[src/mds_ram.sv]
//------------------------------------------------------------------------------
// mds_ram
// Generic single write port RAM with registered read.
//------------------------------------------------------------------------------
`default_nettype none
module mds_ram #(
  parameter int WIDTH = 8,
  parameter int DEPTH = 256
) (
  input  wire logic                     clk,
  input  wire logic                     we,
  input  wire logic [$clog2(DEPTH)-1:0] waddr,
  input  wire logic [WIDTH-1:0]         wdata,
  input  wire logic [$clog2(DEPTH)-1:0] raddr,
  output logic      [WIDTH-1:0]         rdata
);

  logic [WIDTH-1:0] mem [DEPTH];

  always_ff @(posedge clk) begin
    if (we) begin
      mem[waddr] <= wdata;
    end
    rdata <= mem[raddr];
  end

endmodule
`default_nettype wire

[config.mk]
export PLATFORM = sky130hd
export DESIGN_NAME = mds_ram
export DESIGN_NICKNAME = d
export VERILOG_FILES = /design/src/mds_ram.sv
export SDC_FILE = /design/constraint.sdc
export NUM_CORES = 2
export LEC_CHECK = 0
export ABC_CLOCK_PERIOD_IN_PS = 2200
export BUFFER_PORTS_ARGS = -buffer_cell sky130_fd_sc_hd__clkbuf_2
export CORE_MARGIN = 2
export CORE_UTILIZATION = 57
export DETAILED_ROUTE_END_ITERATION = 16
export PLACE_DENSITY = 0.82
export SETUP_SLACK_MARGIN = 0.5
export SYNTH_ARGS = -nofsm -noshare
export SYNTH_HDL_FRONTEND = slang
export SYNTH_SLANG_ARGS = --single-unit
[constraint.sdc]
create_clock -name clk -period 2.2 [get_ports clk]
set_input_delay 0.33 -clock clk [delete_from_list [all_inputs] [get_ports clk]]
set_output_delay 0.33 -clock clk [all_outputs]
set_load 0.005 [all_outputs]
==> metrics.md <==
| Metric | Value |
|---|---|
| Result of the run | `finished with violations` |
| Failing checks | `negative setup slack` |
| PnR worst setup slack | `-0.2467 ns` |
| Synth area leader | `edfxtp_1` |
| RSZ-0062 raised after global routing | `true` |
| TritonCTS Buffers | `193` |
| CTS Root Cell | `clkbuf_16` |
| Initial Util | `57.23%` |
| H-tree depth | `4` |
| Setup Viol. Count Final | `7` |
| Critical path type | `reg -> reg` |
| Worst r2r dst | `rdata[0]` |
| Largest family of logic cells by synthesized area | `multiplexers` |
| Layout cells sized above 1 | `35.41%` |
| Slew headroom | `44.95%` |
| Drt total wl | `221,300 um` |
| Hold Path End | `mem[221][1]` |
| LEAKAGE | `30.46 nW` |
| Post-synthesis async set-or-reset flop share | `0%` |
| Max IR drop VDD | `just under 0.0009 V` |
| DR vias | `44,037` |
| Clk sinks | `2,056` |
| # DRC | `0` |
| Critical Path RT | `approximately 2.9 ns` |
| Core Region | `139,000 um2` |
| Die area | `142,600 um2` |
| Clock Skews | `0.03231 ns` |
| I/O Buffers | `33` |
| Non-filler instance count after layout | `6,400` |
| Std-Cell Rows | `approximately 140` |
| Post-synth EDFFs | `2,048` |
| FF-to-FF path depth | `7` |
| Top cells by area, synth | `edfxtp_1 (77%), mux4_2 (13%), mux2i_1 (1.7%)` |
| Most common cell after layout, fill and taps aside | `edfxtp_1` |
| Clk Latency, worst-skew pair | `0.85 ns` |
| Initial antenna violation count | `4` |
| Grt ovf | `0` |
| Nature of the critical path endpoint | `flop` |
| Cells after Synth | `about 3,700` |
| ANT nets after route | `0` |
| Most frequent cells in the layout | `edfxtp_1 (2,048), buf_4 (518), mux4_2 (454), clkbuf_16 (198), nor2_1 (182)` |
| Yosys top cell area share | `between 70% and 80%` |
| Post-synthesis sequential area ratio | `77.50%` |
| Actual slew at the worst max-slew pin | `0.8195 ns` |
| Compound-Gate Fraction of Synth Area | `3.419%` |
| Synth Area in Simple Gates | `roughly 2.6%` |
| First-pass GRT wire length | `approximately 310,000 um` |
| Hold Violations, Final | `0` |
| Post-Syn Area per Cell | `approximately 21 um2` |
| Placed Cells | `6,023` |
| Max Cap Viol | `0` |
| Overall Power | `between 80 and 90 mW` |
| Hold Path Stages | `2` |
| Tot GR Track Use | `between 30% and 40%` |
| Routed WL per cell | `34.59 um` |
| Die width | `between 300 and 400 um` |
| Layout net count | `4,380` |
| CP max FO | `1` |
| Layout area overhead | `19.25%` |
| Critical register-to-register path startpoint | `mem[97][0]` |
| Fin crit share | `111.2%` |
| XOR/XNOR share of the synthesized area | `0%` |
| Final HPWL DP | `129,000 um` |
| Worst min-delay path class | `in -> reg` |
| Synth Area in Adders | `0%` |
| Clock Pin Slew Worst Setup and Hold Paths | `0.07 ns` |
| Synth Warn # | `0` |
| Largest net degree at the start of global routing | `105` |
| Mapped cell area | `79,560 um2` |
| Max clock buf depth | `3` |
| Max Fclk | `408.7 MHz` |
| Drt first-iter violations | `approximately 7,400` |
| Critical hold path startpoint | `wdata[1]` |
| DIE HEIGHT | `around 380 um` |
| P per Cell Area | `877.4 nW/um2` |
| Synth Register Bits | `roughly 2,100` |
| Final min period | `2.447 ns` |
| Minimum setup slack among reg-to-reg paths | `-0.25 ns` |
| CTS tree | `yes` |
| IO Count | `34` |
| Proportion of synthesized area in mux cells | `14.62%` |
| Cell variety after synth | `55` |
| Vias per Instance | `about 7` |
| Crit start category | `flop` |
| Max-slew violations | `0` |
| Vias in the first global route | `~45,000` |
| Syn_nets | `between 3,000 and 4,000` |
| Worst EP arrival | `3.15 ns` |
| Synth Flop Type | `edfxtp_1` |
| Placer Congestion | `between 0.8 and 0.9` |
| TritonRoute pass-1 iters | `8` |
## worst max-delay path, cell delays in order, from the launching register on
cell,delay [ns]
edfxtp_1,0.39
mux4_2,0.48
nor2b_1,0.16
a211oi_1,0.22
nor3_1,0.18
nor4_4,0.62
buf_4,0.23
nor4_2,0.03
## cell families (layout without fill, tap and decap cells)
kind of cell / count (synthesis) / count (layout)
multiplexers: 591 / 591
AND/OR/NAND/NOR: 466 / 466
flip-flops: 2056 / 2056
AO/OA/AOI/OAI: 385 / 385
buffers and inverters: 235 / 1023
other: 0 / 3
## metal layers
layer  global-route usage, %  part of all wire, %  vias up
met1                   39.74                   32    22493
met3                   8.486                   14      822
met5                       0                0.023        -
li1                        -                    -    16955
met2                   49.58                   48     3759
met4                   15.32                  5.9        8
## power by group
part	total (mW)	switching (mW)	internal [mW]	leakage (nW)
logic	5.01	2.99	2.02	8.76
clock network	35.0	14.8	20.2	3.22
registers	43.3	0.105	43.2	18.5
total	83.2	17.9	65.4	30.5
## state kept, by name, summed over array words and instances, names as in the netlist
signal  count
mem      2048
rdata       8
## worst max path at each step
stage / startpoint / to / slack [ns] / cells after the start
4_1_cts: mem[67][2] / rdata[2] / -0.15 / 6
6_report: mem[97][0] / rdata[0] / -0.25 / 7
3_3_place_gp: raddr[0] / rdata[4] / -1.65 / 10
2_1_floorplan: raddr[0] / rdata[0] / 0.05 / 9
3_5_place_dp: raddr[0] / rdata[0] / -1.47 / 10
5_1_grt: mem[97][0] / rdata[0] / -0.30 / 7
## synthesized netlist by cell type (10+ instances only)
| library cell | n |
|---|---|
| o22ai_1 | 28 |
| edfxtp_1 | 2048 |
| buf_8 | 13 |
| a22oi_1 | 133 |
| buf_1 | 22 |
| buf_4 | 27 |
| nor4_1 | 24 |
| a21oi_1 | 96 |
| mux2i_1 | 134 |
| buf_2 | 31 |
| nor2b_1 | 31 |
| nand2_1 | 33 |
| mux4_2 | 454 |
| nand4_1 | 10 |
| a221oi_1 | 13 |
| o21ai_0 | 10 |
| a211oi_1 | 16 |
| nand3_1 | 34 |
| nor2_1 | 282 |
| clkbuf_1 | 111 |
| o221ai_1 | 46 |
| nor3_1 | 22 |
| o211ai_1 | 10 |
| buf_6 | 21 |
## layout make-up
cell class	count	area (um2)
sequential	2056	61690
antenna	3	7.507
fill	7743	44140
clock inverter	121	1410
multi-input combinational	1442	17830
timing repair buffer	659	6401
tap	1876	2347
inverter	2	7.507
clock buffer	241	5184
## what timing repair did
| item | CTS | global route |
|---|---|---|
| hold buffers | 2 | 0 |
| resized for setup | 69 | 54 |
| gates cloned | 0 | 2 |
| hold endpoints to repair | 55 | 0 |
| pin swaps | 11 | 10 |
| setup endpoints to repair | 16 | 16 |
| buffers inserted | 0 | 8 |
## per-stage QoR
stage / setup slack (ns) / utilization [%] / hold WS, ns / area (um2) / TNS (ns)
2_1_floorplan: 0.05117 / - / 0.4289 / 80690 / 0
3_3_place_gp: -1.654 / 62.89 / 0.7850 / 87430 / -10.83
3_5_place_dp: -1.466 / 62.92 / 0.7983 / 87470 / -9.059
4_1_cts: -0.1476 / 67.94 / 0.04555 / 94450 / -0.5207
5_1_grt: -0.3010 / 68.24 / 0.06395 / 94870 / -0.9579
6_report: -0.2467 / 68.25 / 0.04217 / 94870 / -0.8281
(Power assumes the default switching activity.)
